<file path="src/hdl/gdr_pkg.sv">
// Shared types, constants and calendar functions for the Gregorian date register.
`timescale 1ns / 1ps
`default_nettype none
package gdr_pkg;

	localparam int YEAR_W  = 12;
	localparam int EPOCH_W = 20;
	localparam int ACC_W   = EPOCH_W + 1;

	localparam logic [YEAR_W-1:0] FIRST_YEAR   = 12'd1970;
	localparam logic [2:0]        WEEKDAY_BASE = 3'd3;

	// floor(x / 7) = (x * RECIP7) >> RECIP7_SHIFT, exact for x < 2**21
	localparam logic [20:0] RECIP7       = 21'd1198373;
	localparam int          RECIP7_SHIFT = 23;
	localparam int          QUOT7_W      = 19;

	typedef enum logic [2:0] {
		KIND_QUERY,
		KIND_SET_DATE,
		KIND_SET_DAY,
		KIND_SET_MONTH,
		KIND_SET_YEAR,
		KIND_ADD_DAYS,
		KIND_SET_EPOCH,
		KIND_NONE
	} kind_t;

	typedef enum logic [2:0] {
		ST_IDLE,
		ST_CHECK,
		ST_TO_Y,
		ST_TO_M,
		ST_FROM_Y,
		ST_FROM_M,
		ST_WDAY,
		ST_DONE
	} state_t;

	typedef struct packed {
		kind_t              kind;
		logic [4:0]         day_in;
		logic [3:0]         month_in;
		logic [YEAR_W-1:0]  year_in;
		logic [EPOCH_W-1:0] day_count;
	} in_t;

	typedef struct packed {
		logic               ok;
		logic [4:0]         day_out;
		logic [3:0]         month_out;
		logic [YEAR_W-1:0]  year_out;
		logic [EPOCH_W-1:0] epoch_days;
		logic [2:0]         weekday;
	} out_t;

	// sequencer -> datapath
	typedef struct packed {
		logic load;
		logic check;
		logic month_ph;
		logic sub_ph;
		logic to_init;
		logic yr_step;
		logic mo_step;
		logic to_done;
		logic from_init;
		logic fy_step;
		logic fm_step;
		logic commit;
		logic reject;
		logic wday;
		logic wr_out;
	} ctrl_t;

	// datapath -> sequencer
	typedef struct packed {
		kind_t kind;
		logic  yr_more;
		logic  mo_more;
		logic  fit;
		logic  fy_over;
		logic  from_done;
		logic  out_free;
	} stat_t;

	function automatic logic is_leap(input logic [YEAR_W-1:0] y);
		logic [24:0]       p;
		logic [5:0]        q;
		logic [YEAR_W-1:0] r;
		p = y * 13'd5243;
		q = p[24:19];
		r = y - (YEAR_W'(q) * 12'd100);
		return ((y[1:0] == 2'd0) && (r != '0)) || ((r == '0) && (q[1:0] == 2'd0));
	endfunction

	function automatic logic [4:0] month_len(input logic [3:0] m, input logic leap);
		logic [4:0] n;
		case (m) inside
			4'd2: n = leap ? 5'd29 : 5'd28;
			4'd4, 4'd6, 4'd9, 4'd11: n = 5'd30;
			default: n = 5'd31;
		endcase
		return n;
	endfunction

	function automatic logic [8:0] year_len(input logic leap);
		return leap ? 9'd366 : 9'd365;
	endfunction

endpackage
`default_nettype wire

</file>
<file path="src/hdl/gregorian_date_register.sv">
// Top level of the Gregorian date register.
`timescale 1ns / 1ps
`default_nettype none
// Holds one date (1 Jan 1970 after reset) and takes one command beat at a time: query, set the
// date or one field of it, add days, or load a day count since 1970. Each beat returns one
// result with ok, the date, days since 1970 and the weekday (0 Monday). The block walks the
// calendar with one shared adder, one year or one month per cycle. A query, a set or an unused
// kind walks up from 1970 to the date held after the command. Load day count first walks down
// to the new date; add days also walks up to the old date first. A day count past LAST_YEAR
// walks every year through LAST_YEAR before it is rejected. in_ready is high only between
// commands; a finished result waits in the output register, and only the following result
// stalls on it.
module gregorian_date_register #(
	parameter int LAST_YEAR = 2099
) (
	input  wire logic          clk,
	input  wire logic          arst_n,
	input  wire logic          in_valid,
	output logic               in_ready,
	input  wire gdr_pkg::in_t  in_data,
	output logic               out_valid,
	input  wire logic          out_ready,
	output gdr_pkg::out_t      out_data
);

	gdr_pkg::ctrl_t ctrl;
	gdr_pkg::stat_t stat;

	gdr_ctrl u_ctrl (
		.clk      (clk),
		.arst_n   (arst_n),
		.in_valid (in_valid),
		.in_ready (in_ready),
		.stat     (stat),
		.ctrl     (ctrl)
	);

	gdr_dp #(
		.LAST_YEAR (LAST_YEAR)
	) u_dp (
		.clk       (clk),
		.arst_n    (arst_n),
		.in_data   (in_data),
		.ctrl      (ctrl),
		.stat      (stat),
		.out_valid (out_valid),
		.out_ready (out_ready),
		.out_data  (out_data)
	);

	a_busy_after_accept: assert property (@(posedge clk) disable iff (!arst_n)
		in_valid && in_ready |=> !in_ready)
		else $error("accepted a beat while busy");

	a_date_range: assert property (@(posedge clk) disable iff (!arst_n)
		out_valid |-> out_data.month_out >= 4'd1 && out_data.month_out <= 4'd12 &&
			out_data.day_out >= 5'd1 && out_data.year_out >= gdr_pkg::FIRST_YEAR &&
			{1'b0, out_data.year_out} <= 13'(LAST_YEAR))
		else $error("reported date out of range");

	a_weekday_range: assert property (@(posedge clk) disable iff (!arst_n)
		out_valid |-> out_data.weekday <= 3'd6)
		else $error("weekday out of range");

endmodule
`default_nettype wire

</file>
<file path="src/hdl/gdr_ctrl.sv">
// Sequencer for the date register: steps the shared add/subtract unit through the walks.
`timescale 1ns / 1ps
`default_nettype none
module gdr_ctrl (
	input  wire logic           clk,
	input  wire logic           arst_n,
	input  wire logic           in_valid,
	output logic                in_ready,
	input  wire gdr_pkg::stat_t stat,
	output gdr_pkg::ctrl_t      ctrl
);

	gdr_pkg::state_t state_q;
	gdr_pkg::state_t state_nxt;

	always_ff @(posedge clk or negedge arst_n) begin
		if (!arst_n) begin
			state_q <= gdr_pkg::ST_IDLE;
		end else begin
			state_q <= state_nxt;
		end
	end

	always_comb begin
		state_nxt = state_q;
		unique case (state_q)
			gdr_pkg::ST_IDLE: begin
				if (in_valid) state_nxt = gdr_pkg::ST_CHECK;
			end
			gdr_pkg::ST_CHECK: begin
				if (stat.kind == gdr_pkg::KIND_SET_EPOCH) state_nxt = gdr_pkg::ST_FROM_Y;
				else state_nxt = gdr_pkg::ST_TO_Y;
			end
			gdr_pkg::ST_TO_Y: begin
				if (!stat.yr_more) state_nxt = gdr_pkg::ST_TO_M;
			end
			gdr_pkg::ST_TO_M: begin
				if (!stat.mo_more) begin
					if (stat.kind == gdr_pkg::KIND_ADD_DAYS && !stat.from_done)
						state_nxt = gdr_pkg::ST_FROM_Y;
					else
						state_nxt = gdr_pkg::ST_WDAY;
				end
			end
			gdr_pkg::ST_FROM_Y: begin
				if (stat.fy_over) state_nxt = gdr_pkg::ST_TO_Y;
				else if (!stat.fit) state_nxt = gdr_pkg::ST_FROM_M;
			end
			gdr_pkg::ST_FROM_M: begin
				if (!stat.fit) state_nxt = gdr_pkg::ST_TO_Y;
			end
			gdr_pkg::ST_WDAY: begin
				state_nxt = gdr_pkg::ST_DONE;
			end
			gdr_pkg::ST_DONE: begin
				if (stat.out_free) state_nxt = gdr_pkg::ST_IDLE;
			end
			default: state_nxt = gdr_pkg::ST_IDLE;
		endcase
	end

	always_comb begin
		ctrl     = '0;
		in_ready = 1'b0;
		unique case (state_q)
			gdr_pkg::ST_IDLE: begin
				in_ready  = 1'b1;
				ctrl.load = in_valid;
			end
			gdr_pkg::ST_CHECK: begin
				ctrl.check = 1'b1;
				if (stat.kind == gdr_pkg::KIND_SET_EPOCH) ctrl.from_init = 1'b1;
				else ctrl.to_init = 1'b1;
			end
			gdr_pkg::ST_TO_Y: begin
				ctrl.yr_step = stat.yr_more;
			end
			gdr_pkg::ST_TO_M: begin
				ctrl.month_ph = 1'b1;
				ctrl.mo_step  = stat.mo_more;
				ctrl.to_done  = !stat.mo_more;
				ctrl.from_init = !stat.mo_more && !stat.from_done &&
					(stat.kind == gdr_pkg::KIND_ADD_DAYS);
			end
			gdr_pkg::ST_FROM_Y: begin
				ctrl.sub_ph = 1'b1;
				if (stat.fy_over) begin
					ctrl.reject  = 1'b1;
					ctrl.to_init = 1'b1;
				end else begin
					ctrl.fy_step = stat.fit;
				end
			end
			gdr_pkg::ST_FROM_M: begin
				ctrl.month_ph = 1'b1;
				ctrl.sub_ph   = 1'b1;
				ctrl.fm_step  = stat.fit;
				ctrl.commit   = !stat.fit;
				ctrl.to_init  = !stat.fit;
			end
			gdr_pkg::ST_WDAY: begin
				ctrl.wday = 1'b1;
			end
			gdr_pkg::ST_DONE: begin
				ctrl.wr_out = stat.out_free;
			end
			default: ctrl = '0;
		endcase
	end

endmodule
`default_nettype wire

</file>
<file path="src/hdl/gdr_dp.sv">
// Datapath: stored date, shared day-count accumulator, weekday reduction and result register.
`timescale 1ns / 1ps
`default_nettype none
module gdr_dp #(
	parameter int LAST_YEAR = 2099
) (
	input  wire logic           clk,
	input  wire logic           arst_n,
	input  wire gdr_pkg::in_t   in_data,
	input  wire gdr_pkg::ctrl_t ctrl,
	output gdr_pkg::stat_t      stat,
	output logic                out_valid,
	input  wire logic           out_ready,
	output gdr_pkg::out_t       out_data
);

	localparam int YW = gdr_pkg::YEAR_W;
	localparam int AW = gdr_pkg::ACC_W;
	localparam logic [YW:0] LAST_Y = (YW+1)'(LAST_YEAR);

	gdr_pkg::in_t in_q;
	logic [4:0]  cur_day_q;
	logic [3:0]  cur_month_q;
	logic [YW-1:0] cur_year_q;
	logic [YW:0] wy_q;
	logic [3:0]  wm_q;
	logic [AW-1:0] acc_q;
	logic [gdr_pkg::EPOCH_W-1:0] e_q;
	logic [gdr_pkg::QUOT7_W-1:0] q7_q;
	logic ok_q;
	logic from_done_q;
	gdr_pkg::out_t out_q;
	logic out_valid_q;

	logic wr_day, wr_month, wr_year, is_set;
	logic [4:0]  cd;
	logic [3:0]  cm;
	logic [YW-1:0] cy;
	logic [YW-1:0] leap_year;
	logic leap;
	logic date_ok;
	logic [8:0] len;
	logic [AW:0] sum;
	logic [AW-1:0] from_src;
	logic [AW-1:0] wx;
	logic [41:0] prod;
	logic [2:0] rem;

	assign wr_day   = (in_q.kind == gdr_pkg::KIND_SET_DATE) || (in_q.kind == gdr_pkg::KIND_SET_DAY);
	assign wr_month = (in_q.kind == gdr_pkg::KIND_SET_DATE) ||
		(in_q.kind == gdr_pkg::KIND_SET_MONTH);
	assign wr_year  = (in_q.kind == gdr_pkg::KIND_SET_DATE) || (in_q.kind == gdr_pkg::KIND_SET_YEAR);
	assign is_set   = wr_day || wr_month || wr_year;

	assign cd = wr_day   ? in_q.day_in   : cur_day_q;
	assign cm = wr_month ? in_q.month_in : cur_month_q;
	assign cy = wr_year  ? in_q.year_in  : cur_year_q;

	// one leap unit, shared by the set check and the walks
	assign leap_year = ctrl.check ? cy : wy_q[YW-1:0];
	assign leap      = gdr_pkg::is_leap(leap_year);

	assign date_ok = (cy >= gdr_pkg::FIRST_YEAR) && ({1'b0, cy} <= LAST_Y) &&
		(cm >= 4'd1) && (cm <= 4'd12) &&
		(cd >= 5'd1) && (cd <= gdr_pkg::month_len(cm, leap));

	// shared add/subtract unit
	assign len = ctrl.month_ph ? 9'(gdr_pkg::month_len(wm_q, leap)) : gdr_pkg::year_len(leap);
	assign sum = ctrl.sub_ph ? ({1'b0, acc_q} - (AW+1)'(len)) : ({1'b0, acc_q} + (AW+1)'(len));

	assign from_src = (in_q.kind == gdr_pkg::KIND_SET_EPOCH) ? AW'(in_q.day_count) :
		AW'(acc_q + AW'(cur_day_q) - AW'(1) + AW'(in_q.day_count));

	assign wx   = AW'(e_q) + AW'(gdr_pkg::WEEKDAY_BASE);
	assign prod = wx * gdr_pkg::RECIP7;
	assign rem  = 3'(wx - ((AW'(q7_q) << 3) - AW'(q7_q)));

	assign stat.kind      = in_q.kind;
	assign stat.yr_more   = wy_q < {1'b0, cur_year_q};
	assign stat.mo_more   = wm_q < cur_month_q;
	assign stat.fit       = !sum[AW];
	assign stat.fy_over   = wy_q > LAST_Y;
	assign stat.from_done = from_done_q;
	assign stat.out_free  = !out_valid_q || out_ready;

	always_ff @(posedge clk or negedge arst_n) begin
		if (!arst_n) begin
			cur_day_q   <= 5'd1;
			cur_month_q <= 4'd1;
			cur_year_q  <= gdr_pkg::FIRST_YEAR;
			from_done_q <= 1'b0;
			out_valid_q <= 1'b0;
		end else begin
			if (ctrl.check && is_set && date_ok) begin
				cur_day_q   <= cd;
				cur_month_q <= cm;
				cur_year_q  <= cy;
			end else if (ctrl.commit) begin
				cur_day_q   <= 5'(acc_q + AW'(1));
				cur_month_q <= wm_q;
				cur_year_q  <= wy_q[YW-1:0];
			end
			if (ctrl.load) from_done_q <= 1'b0;
			else if (ctrl.from_init) from_done_q <= 1'b1;
			if (ctrl.wr_out) out_valid_q <= 1'b1;
			else if (out_ready) out_valid_q <= 1'b0;
		end
	end

	always_ff @(posedge clk) begin
		if (ctrl.load) in_q <= in_data;
		if (ctrl.check) ok_q <= (in_q.kind == gdr_pkg::KIND_QUERY) || (is_set && date_ok);
		else if (ctrl.commit) ok_q <= 1'b1;
		else if (ctrl.reject) ok_q <= 1'b0;
		if (ctrl.to_init || ctrl.from_init) begin
			wy_q <= {1'b0, gdr_pkg::FIRST_YEAR};
			wm_q <= 4'd1;
			acc_q <= ctrl.from_init ? from_src : '0;
		end else if (ctrl.yr_step || ctrl.fy_step) begin
			wy_q  <= wy_q + 1'b1;
			acc_q <= sum[AW-1:0];
		end else if (ctrl.mo_step || ctrl.fm_step) begin
			wm_q  <= wm_q + 4'd1;
			acc_q <= sum[AW-1:0];
		end
		if (ctrl.to_done) e_q <= gdr_pkg::EPOCH_W'(acc_q + AW'(cur_day_q) - AW'(1));
		if (ctrl.wday) q7_q <= gdr_pkg::QUOT7_W'(prod >> gdr_pkg::RECIP7_SHIFT);
		if (ctrl.wr_out) begin
			out_q.ok         <= ok_q;
			out_q.day_out    <= cur_day_q;
			out_q.month_out  <= cur_month_q;
			out_q.year_out   <= cur_year_q;
			out_q.epoch_days <= e_q;
			out_q.weekday    <= rem;
		end
	end

	assign out_valid = out_valid_q;
	assign out_data  = out_q;

endmodule
`default_nettype wire
</file>
<file path="config.mk">
export PLATFORM = sky130hd
export DESIGN_NAME = gregorian_date_register
export DESIGN_NICKNAME = d
export VERILOG_FILES = /design/src/hdl/gdr_pkg.sv /design/src/hdl/gregorian_date_register.sv /design/src/hdl/gdr_ctrl.sv /design/src/hdl/gdr_dp.sv
export SDC_FILE = /design/constraint.sdc
export NUM_CORES = 1
export LEC_CHECK = 0
export BUFFER_PORTS_ARGS = -buffer_cell sky130_fd_sc_hd__buf_2
export CAP_MARGIN = 10
export CORE_MARGIN = 2
export CORE_UTILIZATION = 50
export CTS_CLUSTER_SIZE = 30
export DETAILED_ROUTE_END_ITERATION = 8
export GPL_TIMING_DRIVEN = 0
export MAX_ROUTING_LAYER = met4
export PLACE_DENSITY = 0.67
export SLEW_MARGIN = 20
export SYNTH_ARGS = -nofsm -noshare
export SYNTH_HDL_FRONTEND = slang
export SYNTH_SLANG_ARGS = --single-unit
</file>
<file path="constraint.sdc">
create_clock -name clk -period 31 [get_ports clk]
set_input_delay 3.1 -clock clk [delete_from_list [all_inputs] [get_ports clk]]
set_output_delay 3.1 -clock clk [all_outputs]
set_load 0.01 [all_outputs]
</file>
==> results of run 1 <==
## critical path, delay by kind of cell (launching register included)
family	cells	cell delay [ps]
AO/OA/AOI/OAI	13	4310
AND/OR/NAND/NOR	11	2500
XOR/XNOR	6	1150
flip-flops	1	400
multiplexers	1	320
buffers and inverters	6	1330
adder cells (fa/ha/maj)	13	4870
## kinds of logic after synthesis
logic type                 Yosys count  share of synthesized area
adders and majority gates          420                     0.3379
DFF                                177                     0.2803
muxes                               38                    0.02170
and+or+nand+nor                    330                    0.09205
AOI/OAI and AO/OA                  376                     0.1430
xor gates and xnor gates           111                    0.05744
buffers and inverters              312                    0.06756
## worst max path at each step
stage                           start             end  cells after the start
finish              u_ctrl.state_q[1]  u_dp.acc_q[13]                     50
global route             u_dp.stat[8]  u_dp.acc_q[15]                     51
CTS                 u_ctrl.state_q[1]  u_dp.acc_q[10]                     50
detailed placement  u_ctrl.state_q[1]  u_dp.acc_q[10]                     50
global placement    u_ctrl.state_q[1]  u_dp.acc_q[10]                     49
floorplan                u_dp.stat[8]   u_dp.acc_q[0]                     53
## through the flow
stage	worst slack (ps)	utilization	area (sq um)	std cells	hold slack (ps)
2_1_floorplan	18290	-	17930	1764	400.3
3_3_place_gp	16140	0.5348	18980	2319	472.8
3_5_place_dp	15820	0.5364	19030	2321	439.3
4_1_cts	15770	0.5528	19620	2353	489.5
5_1_grt	14790	0.5528	19620	2353	495.0
6_report	15680	0.5528	19620	2353	484.2
## cell usage in the layout (no fill, tap or decap), types with 43 or more instances in the layout
cell type and n:
sky130_fd_sc_hd__edfxtp_1 134, sky130_fd_sc_hd__a21oi_1 99, sky130_fd_sc_hd__o21ai_0 67, sky130_fd_sc_hd__nor2_1 90, sky130_fd_sc_hd__fa_1 107, sky130_fd_sc_hd__xnor2_1 66, sky130_fd_sc_hd__buf_2 99, sky130_fd_sc_hd__ha_1 313
sky130_fd_sc_hd__a21o_1 43, sky130_fd_sc_hd__nand2_1 67, sky130_fd_sc_hd__inv_1 283
## layer usage
| layer | vias up | track usage | wire, um |
|---|---|---|---|
| met5 | - | - | 0 |
| met4 | 0 | 0.06305 | 841 |
| met3 | 62 | 0.02737 | 1860 |
| met2 | 359 | 0.3918 | 20640 |
| met1 | 6464 | 0.3221 | 19940 |
| li1 | 6477 | - | - |
## flip-flops by register name (all words and copies together), names as in the netlist, 5 cells and up
register         count
u_dp.out_data       45
u_dp.in_q           41
u_dp.e_q            20
u_dp.cur_day_q       5
u_dp.acc_q          21
u_dp.wy_q           13
u_dp.cur_year_q     12
## layout make-up
| cell class | count | area share |
|---|---|---|
| plain buffers | 26 | 0.007016 |
| clock buffers | 18 | 0.02239 |
| flip-flops and latches | 177 | 0.2562 |
| repair buffers | 96 | 0.02641 |
| multi-input cells | 1275 | 0.5965 |
| inverters | 286 | 0.05473 |
| well taps | 461 | 0.02940 |
| clock inverters | 14 | 0.007335 |
==> results_tabular.tex, run 1 <==
\begin{tabular}{lr}
\hline
Metric & Value \\
\hline
\multicolumn{2}{l}{\textbf{Status}} \\
\quad Result of the run & complete, no violations \\
\multicolumn{2}{l}{\textbf{Routing}} \\
\quad Vias per cell & 5.679 \\
\quad Iteration count of the initial detailed-routing pass & 6 \\
\quad Residual DRC count & 0 \\
\quad DRT iter0 DRCs & $\sim$900 \\
\quad Wire length reported by the detailed router & approximately 43000 um \\
\quad Average wire per standard cell & roughly 18 um \\
\quad Post-DRT Antenna Nets & 0 \\
\quad Detailed-route via count & about 13000 \\
\multicolumn{2}{l}{\textbf{Yosys}} \\
\quad Dominant cell type by area after synthesis & sky130\_fd\_sc\_hd\_\_edfxtp\_1 \\
\quad Post-synth cell types & approximately 90 \\
\quad Number of enable flip-flop cells after synthesis & between 100 and 150 \\
\quad Number of cells produced by synthesis & approximately 1800 \\
\quad Most common cell in the synthesized netlist & sky130\_fd\_sc\_hd\_\_ha\_1 \\
\quad Most frequent cells after synthesis & sky130\_fd\_sc\_hd\_\_ha\_1, sky130\_fd\_sc\_hd\_\_inv\_1, sky130\_fd\_sc\_hd\_\_edfxtp\_1 \\
\quad Synthesized net count & 2232 \\
\quad Dominant synthesized flop cell & sky130\_fd\_sc\_hd\_\_edfxtp\_1 \\
\quad Largest cells by area after synthesis & sky130\_fd\_sc\_hd\_\_edfxtp\_1, sky130\_fd\_sc\_hd\_\_ha\_1, sky130\_fd\_sc\_hd\_\_fa\_1 \\
\quad Post-synthesis register bit count & approximately 180 \\
\quad Sequential cell area fraction in the yosys report & 0.2803 \\
\quad Post-Syn Area per Cell & slightly above 10 sq um \\
\quad Fraction of synthesis flops using an asynchronous set or reset pin & 0.1469 \\
\quad Synth warn & 0 \\
\quad Synthesized cell area & roughly 18000 sq um \\
\quad Share of Yosys cell area claimed by the top area cell type & 0.2244 \\
\multicolumn{2}{l}{\textbf{Timing}} \\
\quad Timing-limited maximum frequency & between 0.06 and 0.07 GHz \\
\quad Accumulated negative setup slack & 0 ps \\
\quad Share of the clock period used by the worst path after layout & 0.4942 \\
\quad Setup-failing EPs final & 0 \\
\quad Count of pins over their slew limit & 0 \\
\quad RSZ-0062 raised after global routing & no \\
\quad Crit path time final & $\sim$15000 ps \\
\quad Tightest Pin Transition & 1024 ps \\
\quad Clock Skews & between 10 and 15 ps \\
\quad Tightest slew margin relative to the limit & 0.3175 \\
\quad Number of hold-slack violations in the final timing report & 0 \\
\multicolumn{2}{l}{\textbf{Global route}} \\
\quad First-pass GRT wire length & just under 70000 um \\
\quad Antenna violations before repair & 0 \\
\quad Tot GR Track Use & 0.2412 \\
\quad Maximum number of pins on one net before global-route repair & 46 \\
\quad Residual overflow from global routing & 0 \\
\quad Via count of the first global-routing pass & between 10000 and 15000 \\
\multicolumn{2}{l}{\textbf{CTS}} \\
\quad Number of gates resized after cts & 0 \\
\quad Clock tree from TritonCTS & yes \\
\quad Total CTS buffers & 17 \\
\quad Hold Buf Count CTS & 0 \\
\quad Number of H-tree levels & 4 \\
\quad CTS Buffer Depth & 2 \\
\quad Insertion delay of the later-clocked pin in the worst-skew pair & between 400 and 500 ps \\
\quad Total setup buffers inserted after CTS & 0 \\
\quad Clock transition at the registers of the reported paths & 80 ps \\
\quad CTS root buf & sky130\_fd\_sc\_hd\_\_clkbuf\_16 \\
\quad Total clock sinks & between 150 and 200 \\
\multicolumn{2}{l}{\textbf{Floorplanning}} \\
\quad Die span in y & 193.4 um \\
\quad Die area & roughly 37000 sq um \\
\quad Placement row count & 69 \\
\quad Area inside the core boundary & $\sim$35000 sq um \\
\quad Die boundary width & 193.4 um \\
\quad I/O pin count & 95 \\
\quad Effective utilization at floorplan & 0.5053 \\
\multicolumn{2}{l}{\textbf{Critical path}} \\
\quad Kind of critical path & reg2reg \\
\quad Worst EP arrival & 15390 ps \\
\quad Worst-path maximum fanout & 21 \\
\quad Cell with the biggest individual delay on the critical path & sky130\_fd\_sc\_hd\_\_or3\_1 \\
\quad Reg-to-reg startpoint & u\_ctrl.state\_q[1] \\
\quad R2R setup slack & 15680 ps \\
\quad FF-to-FF End & u\_dp.acc\_q[13] \\
\quad Required time reported for the critical path endpoint & slightly above 30000 ps \\
\quad Critical Path Sink Type & flip-flop \\
\quad Kind of start point of the critical path & flip-flop \\
\quad FF-to-FF path depth & 50 \\
\quad Largest stage delay, worst path & around 850 ps \\
\quad Dominant cell type by count on the critical path & sky130\_fd\_sc\_hd\_\_ha\_1 \\
\multicolumn{2}{l}{\textbf{Flow run}} \\
\quad Max Cap Violations & 0 \\
\multicolumn{2}{l}{\textbf{Worst hold path}} \\
\quad Worst hold path depth & 0 \\
\quad HP Start & u\_dp.ok\_q \\
\quad Tightest Hold Check Type & reg2reg \\
\quad Hold Path Sink & u\_dp.out\_data[44] \\
\multicolumn{2}{l}{\textbf{Place}} \\
\quad PortBufs & 94 \\
\quad Final weighted congestion of routability-driven global placement & 0.9352 \\
\quad Dpl hpwl & $\sim$35000 um \\
\multicolumn{2}{l}{\textbf{Final layout}} \\
\quad Synthesis-to-layout area growth & 9.414\% \\
\quad Number of nets in the layout & roughly 2300 \\
\quad Number of diodes & 0 \\
\quad Fraction of layout instances using a drive strength above 1 & 0.09567 \\
\quad Combined flip-flop and latch cell area & roughly 5000 sq um \\
\quad Multi-input gate area in the final layout & 11700 sq um \\
\quad Number of filler instances in the final layout & roughly 3100 \\
\hline
\end{tabular}
Power of run 1 is not shown: default switching activity piles up to over one toggle a cycle in this logic, so the estimate is an artifact.
==> run 2, diff against run 1 <==
--- a/config.mk
+++ b/config.mk
@@ -5,6 +5,7 @@
 export SDC_FILE = /design/constraint.sdc
 export NUM_CORES = 1
 export LEC_CHECK = 0
+export ABC_AREA = 1
 export BUFFER_PORTS_ARGS = -buffer_cell sky130_fd_sc_hd__buf_2
 export CAP_MARGIN = 10
 export CORE_MARGIN = 2
==> constraint.sdc (replaced) <==
create_clock -name clk -period 15.5 [get_ports clk]
set_input_delay 1.55 -clock clk [delete_from_list [all_inputs] [get_ports clk]]
set_output_delay 1.55 -clock clk [all_outputs]
set_load 0.01 [all_outputs]
==> results_tabular.tex, run 2 <==
\begin{tabular}{lr}
\hline
Metric & Value \\
\hline
\multicolumn{2}{l}{\textbf{Timing}} \\
\quad Accumulated negative setup slack & 0 ps \\
\quad RSZ-0062 raised after global routing & no \\
\quad Share of the clock period used by the worst path after layout & 0.8972 \\
\quad Setup WS post-layout & 1593 ps \\
\quad Tightest slew margin relative to the limit & 0.1689 \\
\quad Timing-limited maximum frequency & 0.07191 GHz \\
\quad Crit path time final & about 14000 ps \\
\quad Tightest Pin Transition & 1234 ps \\
\quad Setup-failing EPs final & 0 \\
\quad Clock Skews & approximately 13 ps \\
\quad Number of hold-slack violations in the final timing report & 0 \\
\quad Count of pins over their slew limit & 0 \\
\multicolumn{2}{l}{\textbf{Routing}} \\
\quad Residual DRC count & 0 \\
\quad DRT iter0 DRCs & approximately 960 \\
\quad Post-DRT Antenna Nets & 0 \\
\quad Vias per cell & 5.422 \\
\quad Average wire per standard cell & roughly 17 um \\
\quad Wire length reported by the detailed router & about 47000 um \\
\quad Detailed-route via count & around 15000 \\
\quad Iteration count of the initial detailed-routing pass & 7 \\
\multicolumn{2}{l}{\textbf{Final layout}} \\
\quad Final Core Density & 0.5526 \\
\quad Highest-count cells in the layout ignoring fill and taps & sky130\_fd\_sc\_hd\_\_inv\_1, sky130\_fd\_sc\_hd\_\_nand2\_1, sky130\_fd\_sc\_hd\_\_ha\_1 \\
\quad Synthesis-to-layout area growth & 9.355\% \\
\quad Most flops, register & u\_dp.out\_data \\
\quad Number of filler instances in the final layout & 3311 \\
\quad Biggest registers after layout & u\_dp.out\_data: 45 flops, u\_dp.in\_q: 41 flops, u\_dp.acc\_q: 21 flops \\
\quad Max reg flops & 45 \\
\quad Combined flip-flop and latch cell area & 5026 sq um \\
\quad Multi-input gate area in the final layout & 11780 sq um \\
\quad Most common library cell in the layout ignoring fill and taps & sky130\_fd\_sc\_hd\_\_inv\_1 \\
\quad Number of diodes & 0 \\
\quad Design Area, Final & around 20000 sq um \\
\quad Number of nets in the layout & 2737 \\
\quad Fraction of layout instances using a drive strength above 1 & 0.07493 \\
\multicolumn{2}{l}{\textbf{Yosys}} \\
\quad Fraction of synthesis flops using an asynchronous set or reset pin & 0.1469 \\
\quad Number of cells produced by synthesis & approximately 2200 \\
\quad Dominant cell type by area after synthesis & sky130\_fd\_sc\_hd\_\_edfxtp\_1 \\
\quad Post-synthesis register bit count & $\sim$180 \\
\quad Synthesized cell area & roughly 18000 sq um \\
\quad Share of Yosys cell area claimed by the top area cell type & 0.2180 \\
\quad Dominant synthesized flop cell & sky130\_fd\_sc\_hd\_\_edfxtp\_1 \\
\quad Post-synth cell types & 57 \\
\quad Number of enable flip-flop cells after synthesis & approximately 130 \\
\quad Synthesized net count & 2621 \\
\quad Post-Syn Area per Cell & around 8.6 sq um \\
\quad Largest cells by area after synthesis & sky130\_fd\_sc\_hd\_\_edfxtp\_1, sky130\_fd\_sc\_hd\_\_ha\_1, sky130\_fd\_sc\_hd\_\_fa\_1 \\
\quad Sequential cell area fraction in the yosys report & 0.2723 \\
\quad Most frequent cells after synthesis & sky130\_fd\_sc\_hd\_\_inv\_1, sky130\_fd\_sc\_hd\_\_nand2\_1, sky130\_fd\_sc\_hd\_\_ha\_1 \\
\quad Most common cell in the synthesized netlist & sky130\_fd\_sc\_hd\_\_inv\_1 \\
\quad Synth warn & 0 \\
\multicolumn{2}{l}{\textbf{Critical path}} \\
\quad Reg-to-reg startpoint & u\_ctrl.state\_q[1] \\
\quad Cell with the biggest individual delay on the critical path & sky130\_fd\_sc\_hd\_\_o21ai\_0 \\
\quad Required time reported for the critical path endpoint & about 15000 ps \\
\quad Critical Path Sink Type & flip-flop \\
\quad Cell class contributing the biggest share of worst-path delay & adder cells \\
\quad Largest stage delay, worst path & a little over 1000 ps \\
\quad Kind of critical path & reg2reg \\
\quad FF-to-FF End & u\_dp.acc\_q[5] \\
\quad Buffering stage count on the worst path with inverters included & 10 \\
\quad Dominant cell type by count on the critical path & sky130\_fd\_sc\_hd\_\_nand2\_1 \\
\quad FF-to-FF path depth & 57 \\
\quad Kind of start point of the critical path & flip-flop \\
\quad Worst EP arrival & 13820 ps \\
\quad R2R setup slack & about 1600 ps \\
\quad Worst-path maximum fanout & 21 \\
\multicolumn{2}{l}{\textbf{Global route}} \\
\quad Via count of the first global-routing pass & around 15000 \\
\quad Antenna violations before repair & 1 \\
\quad Tot GR Track Use & 0.2624 \\
\quad Residual overflow from global routing & 0 \\
\quad Maximum number of pins on one net before global-route repair & 27 \\
\quad First-pass GRT wire length & 77220 um \\
\multicolumn{2}{l}{\textbf{Floorplanning}} \\
\quad Die span in y & about 200 um \\
\quad Die boundary width & just under 200 um \\
\quad I/O pin count & 95 \\
\quad Area inside the core boundary & about 37000 sq um \\
\quad Die area & between 30000 and 40000 sq um \\
\quad Effective utilization at floorplan & 0.5053 \\
\quad Placement row count & 70 \\
\multicolumn{2}{l}{\textbf{Place}} \\
\quad Placed Area & between 15000 and 20000 sq um \\
\quad PortBufs & between 90 and 100 \\
\quad Dpl hpwl & around 39000 um \\
\quad Pre-CTS setup slack & roughly 1700 ps \\
\quad Final weighted congestion of routability-driven global placement & 0.9690 \\
\multicolumn{2}{l}{\textbf{CTS}} \\
\quad CTS Buffer Depth & 2 \\
\quad CTS root buf & sky130\_fd\_sc\_hd\_\_clkbuf\_16 \\
\quad Hold Buf Count CTS & 0 \\
\quad Clock tree from TritonCTS & yes \\
\quad Clock transition at the registers of the reported paths & 80 ps \\
\quad Insertion delay of the later-clocked pin in the worst-skew pair & between 400 and 500 ps \\
\quad Number of gates resized after cts & 0 \\
\quad Total clock sinks & between 150 and 200 \\
\quad Total setup buffers inserted after CTS & 0 \\
\quad Number of H-tree levels & 4 \\
\quad Total CTS buffers & 17 \\
\multicolumn{2}{l}{\textbf{Flow run}} \\
\quad Max Cap Violations & 0 \\
\multicolumn{2}{l}{\textbf{Status}} \\
\quad Result of the run & complete, no violations \\
\multicolumn{2}{l}{\textbf{Worst hold path}} \\
\quad Hold Path Sink & u\_dp.out\_data[44] \\
\quad HP Start & u\_dp.ok\_q \\
\quad Worst hold path depth & 0 \\
\quad Tightest Hold Check Type & reg2reg \\
\hline
\end{tabular}
[run 2: changes by cell type after synthesis, moves of 13 or more]
cell / delta
sky130_fd_sc_hd__nand2_1: +307
sky130_fd_sc_hd__or3_1: -17
sky130_fd_sc_hd__nor2_1: +51
sky130_fd_sc_hd__a21o_1: -32
sky130_fd_sc_hd__inv_1: +125
sky130_fd_sc_hd__nor2b_1: -15
sky130_fd_sc_hd__mux2i_1: -32
sky130_fd_sc_hd__xnor2_1: -23
sky130_fd_sc_hd__nand3_1: +42
sky130_fd_sc_hd__a21oi_1: +23
sky130_fd_sc_hd__xor2_1: +13
sky130_fd_sc_hd__o21ai_0: +51
[run 2: metrics by stage]
step                hold slack [ps]  std cells
floorplan                     400.3       2153
global placement              470.5       2715
detailed placement            418.0       2718
CTS                           470.3       2750
global route                  491.5       2750
finish                        488.0       2750
[run 2: logic make-up after synthesis]
| group | synth area share |
|---|---|
| adders and majority gates | 0.3282 |
| muxes | 0.001627 |
| xor gates and xnor gates | 0.04556 |
| buffers and inverters | 0.09057 |
| and+or+nand+nor | 0.1542 |
| AOI/OAI and AO/OA | 0.1075 |
| DFF | 0.2723 |
[run 2: final cells by class]
type / count / area share
Timing Repair Buffer: 97 / 0.02585
Sequential cell: 177 / 0.2490
Buffer: 23 / 0.006199
Tap cell: 468 / 0.02901
Clock buffer: 18 / 0.02126
Multi-Input combinational cell: 1541 / 0.5835
Clock inverter: 14 / 0.008555
Inverter: 412 / 0.07662
[run 2: how the worst max path moves through the flow]
stage                         end  slack, ps  cells after the start              start
floorplan           u_dp.acc_q[0]       4580                     57  u_ctrl.state_q[1]
global placement    u_dp.acc_q[1]       1750                     57  u_ctrl.state_q[1]
detailed placement  u_dp.acc_q[0]       1660                     56  u_ctrl.state_q[1]
CTS                 u_dp.acc_q[5]       1590                     56  u_ctrl.state_q[1]
global route        u_dp.acc_q[5]        710                     57  u_ctrl.state_q[0]
finish              u_dp.acc_q[5]       1590                     57  u_ctrl.state_q[1]
[run 2: routing by layer]
metal,share of wire,global-route usage,wire [um]
met2,0.46,0.4214,21610
met3,0.048,0.02613,2258
met5,0,-,0
met4,0.016,0.05443,771
met1,0.48,0.3628,22490
Power of run 2 is left out for the same reason.
